`config.mk`:
```
export PLATFORM = sky130hd
export DESIGN_NAME = spm_cell
export DESIGN_NICKNAME = d
export VERILOG_FILES = /design/src/rtl/spm_pkg.sv /design/src/rtl/spm_cell.sv
export SDC_FILE = /design/constraint.sdc
export NUM_CORES = 1
export LEC_CHECK = 0
export BUFFER_PORTS_ARGS = -buffer_cell sky130_fd_sc_hd__buf_2
export CORE_ASPECT_RATIO = 2
export CORE_UTILIZATION = 30
export CTS_BUF_LIST = sky130_fd_sc_hd__clkbuf_4
export DETAILED_ROUTE_END_ITERATION = 12
export SYNTH_ARGS = -nofsm -noshare
export SYNTH_HDL_FRONTEND = slang
export SYNTH_SLANG_ARGS = --single-unit
```
`constraint.sdc`:
```
create_clock -name clk -period 3.3 [get_ports clk]
set_clock_uncertainty 0.1 [all_clocks]
set_input_delay 0.33 -clock clk [delete_from_list [all_inputs] [get_ports clk]]
set_output_delay 0.33 -clock clk [all_outputs]
set_load 0.005 [all_outputs]
```
`src/rtl/spm_pkg.sv`:
```
// Shared types, sizes and helpers for the sparse polynomial multiplier.
// No dependencies; used by every other file in rtl/.
package spm_pkg;

    localparam int MAX_FIRST_TERMS   = 8;
    localparam int MAX_SECOND_TERMS  = 8;
    localparam int MAX_PRODUCT_TERMS = 64;

    localparam int COEF_W  = 16;
    localparam int EXPO_W  = 16;
    localparam int PCOEF_W = 32;
    localparam int PEXPO_W = 17;

    localparam int FIRST_IDX_W  = (MAX_FIRST_TERMS > 1) ? $clog2(MAX_FIRST_TERMS) : 1;
    localparam int SECOND_IDX_W = (MAX_SECOND_TERMS > 1) ? $clog2(MAX_SECOND_TERMS) : 1;
    localparam int FIRST_CNT_W  = $clog2(MAX_FIRST_TERMS + 1);
    localparam int SECOND_CNT_W = $clog2(MAX_SECOND_TERMS + 1);
    localparam int TMR_W        = $clog2(MAX_PRODUCT_TERMS + 3);

    typedef enum logic [2:0] {
        ST_LOAD,
        ST_MULT,
        ST_DRAIN,
        ST_SORT,
        ST_EMIT
    } state_t;

    typedef enum logic [1:0] {
        MODE_HOLD,
        MODE_ACC,
        MODE_SORT,
        MODE_SHIFT
    } mode_t;

    typedef struct packed {
        mode_t mode;
        logic  parity;
        logic  emit;
        logic  loading;
    } chain_ctl_t;

    typedef struct packed {
        logic                odd;
        logic                first;
    } cell_pos_t;

    typedef struct packed {
        logic               valid;
        logic [PEXPO_W-1:0] expo;
        logic [PCOEF_W-1:0] coef;
    } entry_t;

    // true when the lower entry of a pair belongs above the upper one
    function automatic logic spm_swap(input entry_t upper, input entry_t lower);
        spm_swap = lower.valid && (!upper.valid || (lower.expo > upper.expo));
    endfunction

endpackage

```
`src/rtl/spm_cell.sv`:
```
// One product table cell: holds one merged term, merges or forwards products,
// takes part in the odd-even sort and the output shift. Depends on spm_pkg.
module spm_cell (
    input  logic               clk,
    input  logic               rst_n,
    input  spm_pkg::chain_ctl_t ctl,
    input  spm_pkg::cell_pos_t pos,
    input  spm_pkg::entry_t    upper_entry,
    input  spm_pkg::entry_t    lower_entry,
    input  spm_pkg::entry_t    pass_in,
    output spm_pkg::entry_t    pass_out,
    output spm_pkg::entry_t    entry_out
);

    spm_pkg::entry_t ent_reg;
    spm_pkg::entry_t ent_next;
    spm_pkg::entry_t pass_reg;
    spm_pkg::entry_t pass_next;

    always_comb
    begin
        ent_next  = ent_reg;
        pass_next = pass_in;
        pass_next.valid = 1'b0;
        case (ctl.mode)
            spm_pkg::MODE_ACC:
            begin
                if (pass_in.valid)
                begin
                    if (ent_reg.valid && (ent_reg.expo == pass_in.expo))
                    begin
                        ent_next.coef = ent_reg.coef + pass_in.coef;
                    end
                    else if (!ent_reg.valid)
                    begin
                        ent_next = pass_in;
                    end
                    else
                    begin
                        pass_next = pass_in;
                    end
                end
            end
            spm_pkg::MODE_SORT:
            begin
                if (pos.odd == ctl.parity)
                begin
                    if (spm_pkg::spm_swap(ent_reg, lower_entry))
                    begin
                        ent_next = lower_entry;
                    end
                end
                else if (!pos.first && spm_pkg::spm_swap(upper_entry, ent_reg))
                begin
                    ent_next = upper_entry;
                end
            end
            spm_pkg::MODE_SHIFT:
            begin
                ent_next = lower_entry;
            end
            default:
            begin
                ent_next = ent_reg;
            end
        endcase
    end

    always_ff @(posedge clk or negedge rst_n)
    begin
        if (!rst_n)
        begin
            ent_reg  <= '0;
            pass_reg <= '0;
        end
        else
        begin
            ent_reg  <= ent_next;
            pass_reg <= pass_next;
        end
    end

    assign pass_out  = pass_reg;
    assign entry_out = ent_reg;

endmodule

```
==> impl_metrics.toml, run 1 <==
[run_status]
outcome = "completed"

[synthesis]
synth_top_area_share_pct = 35.18
synth-edff-count = 0
ys_async_sr_fraction_pct = 100.0
netlist_area_um2 = 7113
synth_area_leaders = "dfrtp_1, ha_1, nand2_1"
synthFlopType = "dfrtp_1"
ys_types = 64
ys_ff_latch = 100
synth_nets = 1055
yosysWarnings = 0
synth.avg_cell_area_um2 = 8.570
ys_seq_area_share_pct = 35.18
netlist_instances = 830
synth_area_leader_cell = "dfrtp_1"

[sta]
finalHoldViolCount = 0
worst_pin_slew_ns = 0.9133
hold_ws_ns = 0.04662
worst_slack_ns = 0.1046
relSlewSlack_pct = 39.11
rsz0062_at_grt = "yes"
period_needed_ns = 3.195
slew_viol_final = 0
fmax_mhz = 312.9
post-route-period-util_pct = 96.83
setup-violations-final = 0
fin_setup_tns_ns = 0

[cells_and_area]
final_cell_mix = "buf_2, nand2_1, dfrtp_1"
fin_cells = 1448
fin_nets = 1385
drive_above_1_share_pct = 28.52
syn2layout_area_growth_pct = 37.36
layout_commonest_cell = "buf_2"

[die]
design.core.area_um2 = 23230
die_h_um = 219.8
num_rows = 79
dieArea_um2 = 24370
initial_core_util_pct = 30.62
ioPinCount = 259
dieWidth_um = 110.9

[clock_tree]
cts-buffers-inserted = 9
cts_buffer_depth = 2
clk_latency_ns = 0.59
cts_tree = "yes"
cts.sinks = 100
cts-root-buf = "clkbuf_4"
h-tree-depth = 3
clk_pin_slew_worst_paths_ns = 0.17

[worst_setup_path]
cp-end-kind = "flop"
cp_data_required_time_ns = 3.69
path_class = "in2reg"
start_kind = "input port"
cp_max_fo = 4
worstPathArrival_ns = 3.58

[power_and_ir_drop]
ir_drop_mv = 0.2293
pwr_density_cell_nw_per_um2 = 480.1
leakagePower_uw = 0.004897
power_uw = 4691

[grt]
grt_pass1_wl_um = 39670
antenna_found_initial = 2
first_global_vias = 7529
overflow = 0
grt_max_degree = 70
track_usage_pct = 21.59

[drt]
vias = 7369
vias_per_cell = 5.089
finalWirelength_um = 26160
drc = 0
postRouteAntennaNets = 0
drt_iter0_drc = 281
firstDrtPassIters = 5
wl_per_cell_um = 18.07

[place]
place_congestion = 0.8613
io_buffers = 256
dp.final_hpwl_um = 19900
dp.cells = 1358
place_ws_ns = -0.04746

[run]
drv_cap = 0

[hold_path]
min_path_type = "in2reg"
[cell usage after synthesis (2+ instances only)]
cell type,instances
nor3_1,15
a31oi_1,9
inv_1,52
a311oi_1,5
a221oi_1,4
nand3_1,29
a211oi_1,7
a21oi_2,2
o21bai_1,2
o21ai_1,3
a21o_1,25
dfrtp_1,100
o211ai_1,22
nand2b_1,5
a31o_1,2
o221ai_1,5
xnor2_1,16
ha_1,65
a21boi_1,2
a22o_1,2
a311o_1,2
xor2_1,27
o21a_1,5
nor4_1,3
o2111ai_1,3
nor4b_1,2
a21oi_1,40
nand2_1,153
nor2b_1,6
nor2_1,23
clkbuf_1,36
buf_2,4
and3_1,3
a41oi_1,2
mux2i_1,21
o221a_1,2
nand4_1,12
mux2_2,7
or2_2,2
o21ai_0,80
o31a_1,2
[stage by stage]
step | instance area [um2] | utilization, %
5_1_grt | 9771 | 42.06
3_5_place_dp | 8876 | 38.21
2_1_floorplan | 7113 | -
6_report | 9771 | 42.06
4_1_cts | 9741 | 41.93
3_3_place_gp | 8876 | 38.21
[final timing paths]
path / end / slack [ns] / from / cells after the start
worst max register to register: entry_out[26] / 0.14 / entry_out[0] / 13
max in group asynchronous: entry_out[2] / 2.08 / rst_n / 3
worst min register to register: entry_out[8] / 0.43 / entry_out[8] / 1
min in group asynchronous: pass_out[32] / 0.28 / rst_n / 2
worst min-delay path: entry_out[15] / 0.05 / lower_entry[15] / 5
worst max-delay path: entry_out[26] / 0.10 / pass_in[0] / 15
[layer usage]
| layer | vias up | wire length [um] | GRT usage [%] |
|---|---|---|---|
| li1 | 3617 | - | - |
| met1 | 3499 | 9487 | 20.80 |
| met2 | 215 | 14720 | 42.73 |
| met3 | 38 | 1031 | 4.015 |
| met4 | 0 | 922 | 11.24 |
| met5 | - | 0 | 0 |
[cell families after synthesis]
group	count (synthesis)	share of synthesized area (%)
muxes	28	4.063
buffers and inverters	93	4.978
AOI/OAI and AO/OA	239	22.41
DFF	100	35.18
adders and majority gates	66	11.72
and+or+nand+nor	261	16.36
xor gates and xnor gates	43	5.295
[flip-flops by register name, summed over array words and instances, names as in the netlist]
| register | flops |
|---|---|
| entry_out | 50 |
| pass_out | 50 |
[worst max-delay path, stage by stage]
cell	delay, ns
dlygate4sd3_1	0.52
buf_2	0.13
ha_2	0.19
inv_1	0.06
fa_2	0.36
nor2b_4	0.13
o2111ai_2	0.15
a2111oi_4	0.47
nor3_2	0.11
o21a_4	0.24
a21oi_4	0.22
a21boi_1	0.12
xor2_1	0.15
o221ai_1	0.13
mux2_2	0.29
[power by group]
part           internal [uW]  leakage (uW)  total, uW  switching [uW]
registers               1410       0.00118       1600             182
clock network            220     0.0000690        699             480
logic                   1090       0.00365       2400            1310
[what timing repair did]
item / CTS / global route
hold endpoints to repair: 135 / 0
buffers inserted: 0 / 0
gates resized for setup: 0 / 7
hold buffers: 74 / 0
endpoints found under the setup margin: 0 / 9
[layout make-up]
cell class / instances / area (um2)
multi-input cells: 637 / 4305
repair buffers: 360 / 2287
fillers: 2307 / 13460
well taps: 283 / 354.1
flip-flops and latches: 100 / 2502
clock inverters: 6 / 56.30
inverters: 52 / 195.2
clock buffers: 9 / 67.56
diodes: 1 / 2.502
(Power assumes the default switching activity.)
==> inputs of run 2 (changes only) <==
==> constraint.sdc (replaced) <==
create_clock -name clk -period 3.3 [get_ports clk]
set_clock_uncertainty 0.1 [all_clocks]
set_input_delay 0.495 -clock clk [delete_from_list [all_inputs] [get_ports clk]]
set_output_delay 0.495 -clock clk [all_outputs]
set_load 0.005 [all_outputs]
==> run 2 against run 1 <==
  * Total power increased by 1.0%
  * Maximum frequency shrank 1.3%
  * Sequential share of layout area hardly changed
  * Critical path type unchanged
==> impl_metrics.toml, run 2 (same netlist as run 1, synthesis figures left out) <==
[run_status]
outcome = "completed"

[cells_and_area]
final_util_pct = 42.09
drive_above_1_share_pct = 31.34
final_area_um2 = 9777
syn2layout_area_growth_pct = 37.45
final_cell_mix = "buf_2, nand2_1, dfrtp_1"
fin_nets = 1388
layout_commonest_cell = "buf_2"
fill_cells = 2300

[clock_tree]
cts_buffer_depth = 2
cts.sinks = 100
cts-root-buf = "clkbuf_4"
clk_pin_slew_worst_paths_ns = 0.19
h-tree-depth = 3
clk_latency_ns = 0.56
cts_tree = "yes"
cts-buffers-inserted = 9

[sta]
slew_viol_final = 0
finalHoldViolCount = 0
hold_ws_ns = 0.1105
worst_pin_slew_ns = 0.7641
fin_setup_tns_ns = 0
post-route-period-util_pct = 98.15
setup-violations-final = 0
fmax_mhz = 308.8
period_needed_ns = 3.239
rsz0062_at_grt = "yes"
relSlewSlack_pct = 49.06

[power_and_ir_drop]
p_clk_share_pct = 13.5
ir_drop_mv = 0.2532
pwr_density_cell_nw_per_um2 = 484.7
power_uw = 4739
combPwrFrac_pct = 52.8
p_sw_share_pct = 42.06
p_int_uw = 2746
seqPwrFrac_pct = 33.7
leakagePower_uw = 0.004939
power.switching_uw = 1993

[place]
io_buffers = 256
dp.final_hpwl_um = 20140
placed_cell_area_um2 = 9076
place_congestion = 0.8465

[die]
initial_core_util_pct = 30.62
dieWidth_um = 110.9
design.core.area_um2 = 23230
ioPinCount = 259
num_rows = 79
dieArea_um2 = 24370
die_h_um = 219.8

[drt]
drt_iter0_drc = 261
wl_per_cell_um = 17.69
finalWirelength_um = 25700
vias = 7373
drc = 0
vias_per_cell = 5.074
firstDrtPassIters = 4
postRouteAntennaNets = 0

[hold_path]
min_from = "pass_in[6]"
min_path_type = "in2reg"

[grt]
first_global_vias = 7499
track_usage_pct = 21.07
grt_max_degree = 69
grt_pass1_wl_um = 39060
antenna_found_initial = 2
overflow = 0

[worst_setup_path]
startpoint = "pass_in[8]"
cp_max_fo = 4
cp_data_required_time_ns = 3.72
worstPathArrival_ns = 3.66
cp-end-kind = "flop"
start_kind = "input port"
path_class = "in2reg"
r2r_start = "entry_out[0]"

[run]
drv_cap = 0
[run 2: changes by cell type in the layout (fill, tap and decap cells not counted), sizes merged]
| cell | before | now |
|---|---|---|
| buf | 286 | 313 |
| dlygate4sd3 | 74 | 50 |
| bufinv | 1 | 0 |
| clkbuf | 9 | 10 |
| diode | 1 | 2 |
| inv | 52 | 53 |
[run 2: timing repair]
item | CTS | global route
buffers inserted | 0 | 2
endpoints found under the hold margin | 93 | 0
hold buffers | 50 | 0
setup endpoints to repair | 0 | 10
resized for setup | 0 | 14
[run 2: worst paths after layout]
path                            endpoint  slack, ns  cells past startpoint
setup / recovery           entry_out[30]       0.06                     14
hold / removal               pass_out[6]       0.11                      2
setup reg to reg           entry_out[26]       0.14                     13
hold reg to reg            entry_out[29]       0.43                      2
max in group asynchronous   pass_out[12]       1.90                      3
min in group asynchronous   pass_out[32]       0.40                      2
[run 2: power groups by stage]
| stage | Clock [uW] | Sequential (uW) | Combinational, uW |
|---|---|---|---|
| global route | 720 | 1630 | 2770 |
| floorplan | 0 | 1600 | 1410 |
| finish | 639 | 1600 | 2500 |
| global placement | 0 | 1610 | 2400 |
| detailed placement | 0 | 1620 | 2420 |
| CTS | 685 | 1600 | 2480 |
[run 2: worst max-delay path: stages]
cell,delay [ns]
dlygate4sd3_1,0.54
buf_2,0.14
ha_1,0.35
buf_4,0.16
nand3_1,0.10
nor2_1,0.06
o21ba_1,0.21
o31ai_2,0.29
a21oi_2,0.11
a21oi_2,0.24
nor2_1,0.08
or4_1,0.48
a31oi_1,0.22
o31a_1,0.16
[run 2: final cells by class]
cell class	count	area, um2	area share (%)
sequential	100	2502	25.60
antenna	2	5.005	0.05119
tap	283	354.1	3.622
timing repair buffer	363	2262	23.14
inverter	52	195.2	1.996
clock inverter	6	40.04	0.4095
clock buffer	10	75.07	0.7679
multi-input combinational	637	4343	44.42
[run 2: routing by layer]
metal	vias to the layer above	part of all wire, %	GRT usage [%]	routed length, um
li1	3621	-	-	-
met1	3502	37	20.99	9452
met3	40	3.9	4.070	1014
met4	2	3.2	9.467	822
met2	208	56	41.45	14400
met5	-	0.051	0	13
[run 2: through the flow]
| stage | std cells | setup slack, ns |
|---|---|---|
| final | 1453 | 0.06114 |
| after detailed placement | 1383 | -0.2402 |
| after floorplan | 830 | 0.2078 |
| after global routing | 1452 | -0.01111 |
| after global placement | 1383 | -0.1813 |
| after CTS | 1449 | 0.004787 |
