`src/rtl/spm_pkg.sv`:
```
// Shared types, sizes and helpers for the sparse polynomial multiplier.
// No dependencies; used by every other file in rtl/.
package spm_pkg;

    localparam int MAX_FIRST_TERMS   = 8;
    localparam int MAX_SECOND_TERMS  = 8;
    localparam int MAX_PRODUCT_TERMS = 64;

    localparam int COEF_W  = 16;
    localparam int EXPO_W  = 16;
    localparam int PCOEF_W = 32;
    localparam int PEXPO_W = 17;

    localparam int FIRST_IDX_W  = (MAX_FIRST_TERMS > 1) ? $clog2(MAX_FIRST_TERMS) : 1;
    localparam int SECOND_IDX_W = (MAX_SECOND_TERMS > 1) ? $clog2(MAX_SECOND_TERMS) : 1;
    localparam int FIRST_CNT_W  = $clog2(MAX_FIRST_TERMS + 1);
    localparam int SECOND_CNT_W = $clog2(MAX_SECOND_TERMS + 1);
    localparam int TMR_W        = $clog2(MAX_PRODUCT_TERMS + 3);

    typedef enum logic [2:0] {
        ST_LOAD,
        ST_MULT,
        ST_DRAIN,
        ST_SORT,
        ST_EMIT
    } state_t;

    typedef enum logic [1:0] {
        MODE_HOLD,
        MODE_ACC,
        MODE_SORT,
        MODE_SHIFT
    } mode_t;

    typedef struct packed {
        mode_t mode;
        logic  parity;
        logic  emit;
        logic  loading;
    } chain_ctl_t;

    typedef struct packed {
        logic                odd;
        logic                first;
    } cell_pos_t;

    typedef struct packed {
        logic               valid;
        logic [PEXPO_W-1:0] expo;
        logic [PCOEF_W-1:0] coef;
    } entry_t;

    // true when the lower entry of a pair belongs above the upper one
    function automatic logic spm_swap(input entry_t upper, input entry_t lower);
        spm_swap = lower.valid && (!upper.valid || (lower.expo > upper.expo));
    endfunction

endpackage

```
`src/rtl/spm_ctrl.sv`:
```
// Term stores, pair sequencer, coefficient multiplier and phase control.
// Depends on spm_pkg.
module spm_ctrl (
    input  logic                          clk,
    input  logic                          rst_n,
    input  logic                          in_valid,
    output logic                          in_stall,
    input  logic                          command,
    input  logic signed [spm_pkg::COEF_W-1:0] coefficient,
    input  logic [spm_pkg::EXPO_W-1:0]    exponent,
    input  logic                          last_term,
    input  logic                          head_valid,
    input  logic                          out_take,
    output spm_pkg::chain_ctl_t           ctl,
    output spm_pkg::entry_t               product
);

    logic signed [spm_pkg::COEF_W-1:0] f_coef_mem [spm_pkg::MAX_FIRST_TERMS];
    logic [spm_pkg::EXPO_W-1:0]        f_expo_mem [spm_pkg::MAX_FIRST_TERMS];
    logic signed [spm_pkg::COEF_W-1:0] s_coef_mem [spm_pkg::MAX_SECOND_TERMS];
    logic [spm_pkg::EXPO_W-1:0]        s_expo_mem [spm_pkg::MAX_SECOND_TERMS];

    spm_pkg::state_t                 state_reg, state_next;
    logic [spm_pkg::FIRST_CNT_W-1:0] f_cnt_reg, f_cnt_next;
    logic [spm_pkg::SECOND_CNT_W-1:0] s_cnt_reg, s_cnt_next;
    logic [spm_pkg::FIRST_IDX_W-1:0] i_reg, i_next;
    logic [spm_pkg::SECOND_IDX_W-1:0] j_reg, j_next;
    logic [spm_pkg::TMR_W-1:0]       tmr_reg, tmr_next;
    logic                            f_wr, s_wr, issue;
    logic                            i_last, j_last;
    spm_pkg::entry_t                 prod_reg;

    assign i_last = (spm_pkg::FIRST_CNT_W'(i_reg) == f_cnt_reg - spm_pkg::FIRST_CNT_W'(1));
    assign j_last = (spm_pkg::SECOND_CNT_W'(j_reg) == s_cnt_reg - spm_pkg::SECOND_CNT_W'(1));

    always_comb
    begin
        state_next = state_reg;
        f_cnt_next = f_cnt_reg;
        s_cnt_next = s_cnt_reg;
        i_next     = i_reg;
        j_next     = j_reg;
        tmr_next   = tmr_reg;
        f_wr       = 1'b0;
        s_wr       = 1'b0;
        issue      = 1'b0;
        in_stall   = 1'b1;
        ctl.mode    = spm_pkg::MODE_HOLD;
        ctl.parity  = tmr_reg[0];
        ctl.emit    = 1'b0;
        ctl.loading = 1'b0;
        case (state_reg)
            spm_pkg::ST_LOAD:
            begin
                in_stall    = 1'b0;
                ctl.loading = 1'b1;
                if (in_valid)
                begin
                    if (!command)
                    begin
                        if (f_cnt_reg < spm_pkg::FIRST_CNT_W'(spm_pkg::MAX_FIRST_TERMS))
                        begin
                            f_wr       = 1'b1;
                            f_cnt_next = f_cnt_reg + spm_pkg::FIRST_CNT_W'(1);
                        end
                    end
                    else
                    begin
                        if (s_cnt_reg < spm_pkg::SECOND_CNT_W'(spm_pkg::MAX_SECOND_TERMS))
                        begin
                            s_wr       = 1'b1;
                            s_cnt_next = s_cnt_reg + spm_pkg::SECOND_CNT_W'(1);
                        end
                        if (last_term)
                        begin
                            state_next = spm_pkg::ST_MULT;
                            i_next     = '0;
                            j_next     = '0;
                        end
                    end
                end
            end
            spm_pkg::ST_MULT:
            begin
                ctl.mode = spm_pkg::MODE_ACC;
                tmr_next = '0;
                if ((f_cnt_reg == '0) || (s_cnt_reg == '0))
                begin
                    state_next = spm_pkg::ST_DRAIN;
                end
                else
                begin
                    issue = 1'b1;
                    if (j_last)
                    begin
                        j_next = '0;
                        i_next = i_reg + spm_pkg::FIRST_IDX_W'(1);
                        if (i_last)
                        begin
                            state_next = spm_pkg::ST_DRAIN;
                        end
                    end
                    else
                    begin
                        j_next = j_reg + spm_pkg::SECOND_IDX_W'(1);
                    end
                end
            end
            spm_pkg::ST_DRAIN:
            begin
                ctl.mode = spm_pkg::MODE_ACC;
                tmr_next = tmr_reg + spm_pkg::TMR_W'(1);
                if (tmr_reg == spm_pkg::TMR_W'(spm_pkg::MAX_PRODUCT_TERMS + 1))
                begin
                    state_next = spm_pkg::ST_SORT;
                    tmr_next   = '0;
                end
            end
            spm_pkg::ST_SORT:
            begin
                ctl.mode = spm_pkg::MODE_SORT;
                tmr_next = tmr_reg + spm_pkg::TMR_W'(1);
                if (tmr_reg == spm_pkg::TMR_W'(spm_pkg::MAX_PRODUCT_TERMS - 1))
                begin
                    state_next = spm_pkg::ST_EMIT;
                end
            end
            spm_pkg::ST_EMIT:
            begin
                ctl.emit = 1'b1;
                ctl.mode = out_take ? spm_pkg::MODE_SHIFT : spm_pkg::MODE_HOLD;
                if (!head_valid)
                begin
                    state_next = spm_pkg::ST_LOAD;
                    f_cnt_next = '0;
                    s_cnt_next = '0;
                end
            end
            default:
            begin
                state_next = spm_pkg::ST_LOAD;
            end
        endcase
    end

    always_ff @(posedge clk or negedge rst_n)
    begin
        if (!rst_n)
        begin
            state_reg <= spm_pkg::ST_LOAD;
            f_cnt_reg <= '0;
            s_cnt_reg <= '0;
            i_reg     <= '0;
            j_reg     <= '0;
            tmr_reg   <= '0;
            prod_reg  <= '0;
        end
        else
        begin
            state_reg      <= state_next;
            f_cnt_reg      <= f_cnt_next;
            s_cnt_reg      <= s_cnt_next;
            i_reg          <= i_next;
            j_reg          <= j_next;
            tmr_reg        <= tmr_next;
            prod_reg.valid <= issue;
            prod_reg.coef  <= spm_pkg::PCOEF_W'(s_coef_mem[j_reg])
                            * spm_pkg::PCOEF_W'(f_coef_mem[i_reg]);
            prod_reg.expo  <= spm_pkg::PEXPO_W'(f_expo_mem[i_reg])
                            + spm_pkg::PEXPO_W'(s_expo_mem[j_reg]);
        end
    end

    always_ff @(posedge clk)
    begin
        if (f_wr)
        begin
            f_coef_mem[f_cnt_reg[spm_pkg::FIRST_IDX_W-1:0]] <= coefficient;
            f_expo_mem[f_cnt_reg[spm_pkg::FIRST_IDX_W-1:0]] <= exponent;
        end
        if (s_wr)
        begin
            s_coef_mem[s_cnt_reg[spm_pkg::SECOND_IDX_W-1:0]] <= coefficient;
            s_expo_mem[s_cnt_reg[spm_pkg::SECOND_IDX_W-1:0]] <= exponent;
        end
    end

    assign product = prod_reg;

endmodule

```
`config.mk`:
```
export PLATFORM = sky130hd
export DESIGN_NAME = spm_ctrl
export DESIGN_NICKNAME = d
export VERILOG_FILES = /design/src/rtl/spm_pkg.sv /design/src/rtl/spm_ctrl.sv
export SDC_FILE = /design/constraint.sdc
export NUM_CORES = 1
export LEC_CHECK = 0
export BUFFER_PORTS_ARGS = -buffer_cell sky130_fd_sc_hd__buf_2
export CORE_MARGIN = 10
export CORE_UTILIZATION = 53
export CTS_CLUSTER_DIAMETER = 60
export DETAILED_ROUTE_END_ITERATION = 10
export PLACE_DENSITY = 0.7
export SKIP_LAST_GASP = 1
export SLEW_MARGIN = 10
export SYNTH_ARGS = -nofsm -noshare
export SYNTH_HDL_FRONTEND = slang
export SYNTH_SLANG_ARGS = --single-unit
export TNS_END_PERCENT = 5
```
`constraint.sdc`:
```
create_clock -name clk -period 8.5 [get_ports clk]
set_input_delay 2.55 -clock clk [delete_from_list [all_inputs] [get_ports clk]]
set_output_delay 2.55 -clock clk [all_outputs]
set_load 0.01 [all_outputs]
```
==> results.md <==
* Proportion of synthesized chip area in sequential cells at 53.16%
* Filler Cells Inserted at 4,479
* Via count of the first global-routing pass at 19,525
* Setup CP Type: register to register
* Most common flop cell mapped by yosys: sky130_fd_sc_hd__edfxtp_1
* Share of async-settable or async-resettable flops after synthesis at 12.63%
* Final number of hold-violating endpoints at 0
* Width of the die at 267.3 um
* Clock latency on the worst-skew pair at 0.65 ns
* All-layer global routing usage at 20.65%
* Placeable core region at 60,470 sq um
* Std cell rows at 90
* Transition time of the tightest slew-check pin at 0.9979 ns
* Flops & latches, synth at 586
* Setup TNS Final at 0 ns
* Number of violations reported at the end of detailed-routing iteration 0 at 1,372
* Cts-stage hold buffer count at 0
* IO Count at 95
* Pin count of the biggest net entering global routing at 51
* Layout Utilization at 59.88%
* Synthesized instance count at 2,179
* Average wire length per cell after detail routing at 22.74 um
* Die Span Y at 267.3 um
* Clock tree root buffer cell: sky130_fd_sc_hd__clkbuf_16
* Area of the mapped netlist at 32,400 sq um
* Most common cell type on the critical path: sky130_fd_sc_hd__fa_1
* Number of flops mapped to enable cells by yosys at 512
* Crit path max fanout at 34
* Post-DP Area at 34,080 sq um
* IO Port Bufs at 94
* Final critical-path share of the clock period at 90.77%
* Fraction of final layout cells with drive strength greater than 1 at 19.85%
* Number of gates resized after cts at 0
* Die area at 71,430 sq um
* Worst slew slack as a fraction of its limit at 31.57%
* Total overflow reported by the global router at 0
* Capturing element type of the critical path: register
* # setup viols final at 0
* Post-synth top area cell: sky130_fd_sc_hd__edfxtp_1
* FMAX at 0.1296 GHz
* Final #Nets at 2,732
* Cell types occupying the most area after synthesis: sky130_fd_sc_hd__edfxtp_1, sky130_fd_sc_hd__fa_1, sky130_fd_sc_hd__mux4_2
* Starting Density at 53.58%
* Synth-to-layout area growth at 11.75%
* Wire length of the first global-routing pass at 112,700 um
* Number of inserted diodes at 0
* Required time at the worst-slack endpoint at 8.98 ns
* Critical-path cell list: mux4_2 -> mux2i_1 -> nor2_1 -> inv_1 -> fa_1 -> inv_1 -> fa_1 -> fa_1 -> fa_1 -> fa_1 -> inv_1 -> fa_1 -> inv_1 -> ha_1 -> a21o_1 -> a21oi_1 -> o221ai_1 -> a21oi_4 -> a21oi_2 -> o41a_1 -> xor2_1
* Maximum single-stage delay on the critical path at 0.88 ns
* Number of optimization iterations in the first detailed-route pass at 5
* Result of the run: completed
* Worst hold-check path type: register to register
* Fraction of synthesized cell area taken by the top area cell type at 47.45%
* Number of buffers inserted during clock tree synthesis at 60
* Drt total wl at 71,760 um
* Number of different library cells in the post-synthesis netlist at 63
* Worst slack, placed at 0.7488 ns
* Setup Fix Bufs, Post-CTS at 0
* Number of vias in the routed layout at 17,909
* Clk pin slew, worst setup/hold paths at 0.06 ns
* HPWL reported at the end of detailed placement at 48,250 um
* Count of antenna-violating nets left after detailed routing at 0
* Worst-case clock skew at 0.06306 ns
* Gp weighted congestion at 0.9082
* Number of antenna violations at the first check in global routing at 6
* Max-slew violation count at 0
* Startpoint class of the critical path: register
* Warning count from the yosys run at 0
* Finished Cell Area at 36,210 sq um
* Number of maximum-capacitance constraint violations at 0
* Crit-path slowest cell: sky130_fd_sc_hd__dfrtp_4
* Post-route DRC violation count at 0
* Synth Net Count at 2,589
* CTS H-tree depth at 2
* Data arrival time of the critical path at 8.20 ns
* Number of buffers between clock root and the deepest sink at 3
* CTS sink cnt at 586
* Minimum setup slack in the final design at 0.7843 ns
* Post-detailed-route via-to-cell ratio at 5.676
* Final min period at 7.716 ns
* Mean area per synthesized cell at 14.87 sq um
* CTS tree: yes
* Unrepaired setup endpoints after global routing: no
==> cells in the mapped netlist, drive strengths merged, types with 31 or more instances <==
master  instances
mux2           55
dfrtp          74
mux2i          31
inv           321
o21ai          34
xnor2          39
nor2          189
nand2         140
buf            35
mux4          128
edfxtp        512
ha            108
fa            263
a21oi          38
==> worst max-delay path: cells and delay by family (launching register included) <==
kind | cells | cell delay (ns)
AOI/OAI and AO/OA | 6 | 1.19
xor gates and xnor gates | 1 | 0.15
adders and majority gates | 7 | 3.40
buffers and inverters | 4 | 0.45
DFF | 1 | 0.88
muxes | 2 | 1.27
and+or+nand+nor | 1 | 0.19
==> metal layers <==
layer / share of wire [%] / track usage, %
met4: 2.9 / 6.894
met2: 51 / 36.01
met3: 5.5 / 3.265
met1: 40 / 26.05
met5: 0.077 / 0
==> path summary, 6_finish.rpt <==
path                                          endpoint              startpoint  slack (ns)  cells past startpoint
worst min-delay path            tmr_reg[4]$_DFFE_PN0P_  tmr_reg[4]$_DFFE_PN0P_        0.55                      1
max in group asynchronous         i_reg[0]$_DFFE_PN0P_                   rst_n        5.59                      2
worst max register to register   product[30]$_DFF_PN0_    j_reg[0]$_DFFE_PN0P_        0.78                     21
worst max-delay path             product[30]$_DFF_PN0_    j_reg[0]$_DFFE_PN0P_        0.78                     21
worst min register to register  tmr_reg[4]$_DFFE_PN0P_  tmr_reg[4]$_DFFE_PN0P_        0.55                      1
min in group asynchronous         product[8]$_DFF_PN0_                   rst_n        1.82                      1
==> cells in the final DEF, fill, tap and decap left out, types with 7 or more instances in the layout <==
| cell type | instances |
|---|---|
| sky130_fd_sc_hd__edfxtp_1 | 512 |
| sky130_fd_sc_hd__inv_1 | 321 |
| sky130_fd_sc_hd__fa_1 | 263 |
| sky130_fd_sc_hd__nor2_1 | 176 |
| sky130_fd_sc_hd__nand2_1 | 140 |
| sky130_fd_sc_hd__mux4_2 | 128 |
| sky130_fd_sc_hd__ha_1 | 108 |
| sky130_fd_sc_hd__buf_2 | 93 |
| sky130_fd_sc_hd__dfrtp_1 | 68 |
| sky130_fd_sc_hd__clkbuf_16 | 60 |
| sky130_fd_sc_hd__mux2_2 | 55 |
| sky130_fd_sc_hd__buf_4 | 52 |
| sky130_fd_sc_hd__xnor2_1 | 39 |
| sky130_fd_sc_hd__a21oi_1 | 36 |
| sky130_fd_sc_hd__mux2i_1 | 31 |
| sky130_fd_sc_hd__o21ai_0 | 25 |
| sky130_fd_sc_hd__nand3_1 | 21 |
| sky130_fd_sc_hd__xor2_1 | 18 |
| sky130_fd_sc_hd__nand2b_1 | 15 |
| sky130_fd_sc_hd__nor3_1 | 15 |
| sky130_fd_sc_hd__or2_2 | 12 |
| sky130_fd_sc_hd__nor2_4 | 12 |
| sky130_fd_sc_hd__bufinv_16 | 11 |
| sky130_fd_sc_hd__a21o_1 | 10 |
| sky130_fd_sc_hd__clkinv_1 | 10 |
| sky130_fd_sc_hd__o21ai_1 | 9 |
| sky130_fd_sc_hd__and3_1 | 9 |
| sky130_fd_sc_hd__clkinv_2 | 9 |
| sky130_fd_sc_hd__and2_1 | 7 |
==> logic make-up (layout without fill, tap and decap cells) <==
| group | count (synthesis) | count (layout) | share of synthesized area (%) |
|---|---|---|---|
| flip-flops | 586 | 586 | 53.16 |
| AND/OR/NAND/NOR | 432 | 432 | 5.699 |
| buffers and inverters | 385 | 579 | 4.591 |
| adder cells (fa/ha/maj) | 371 | 371 | 20.42 |
| multiplexers | 214 | 214 | 11.77 |
| AO/OA/AOI/OAI | 134 | 134 | 2.819 |
| XOR/XNOR | 57 | 57 | 1.541 |
==> cell type report <==
cell class | instances | area (sq um) | area share (%)
inverters | 321 | 1205 | 3.328
multi-input cells | 1208 | 13800 | 38.11
clock buffers | 66 | 1524 | 4.209
well taps | 782 | 978.4 | 2.702
clock inverters | 47 | 608.1 | 1.679
repair buffers | 145 | 855.8 | 2.364
flip-flops and latches | 586 | 17240 | 47.61
==> per-stage QoR <==
stage	std cells	hold WS, ns
4_1_cts	3155	0.5467
3_5_place_dp	3042	0.5391
5_1_grt	3155	0.5778
2_1_floorplan	2179	0.4918
3_3_place_gp	3042	0.5156
6_report	3155	0.5507
Power is left out: the tool's default activity adds up to more than one toggle a clock period on the data nets, which glitch-free logic cannot reach.
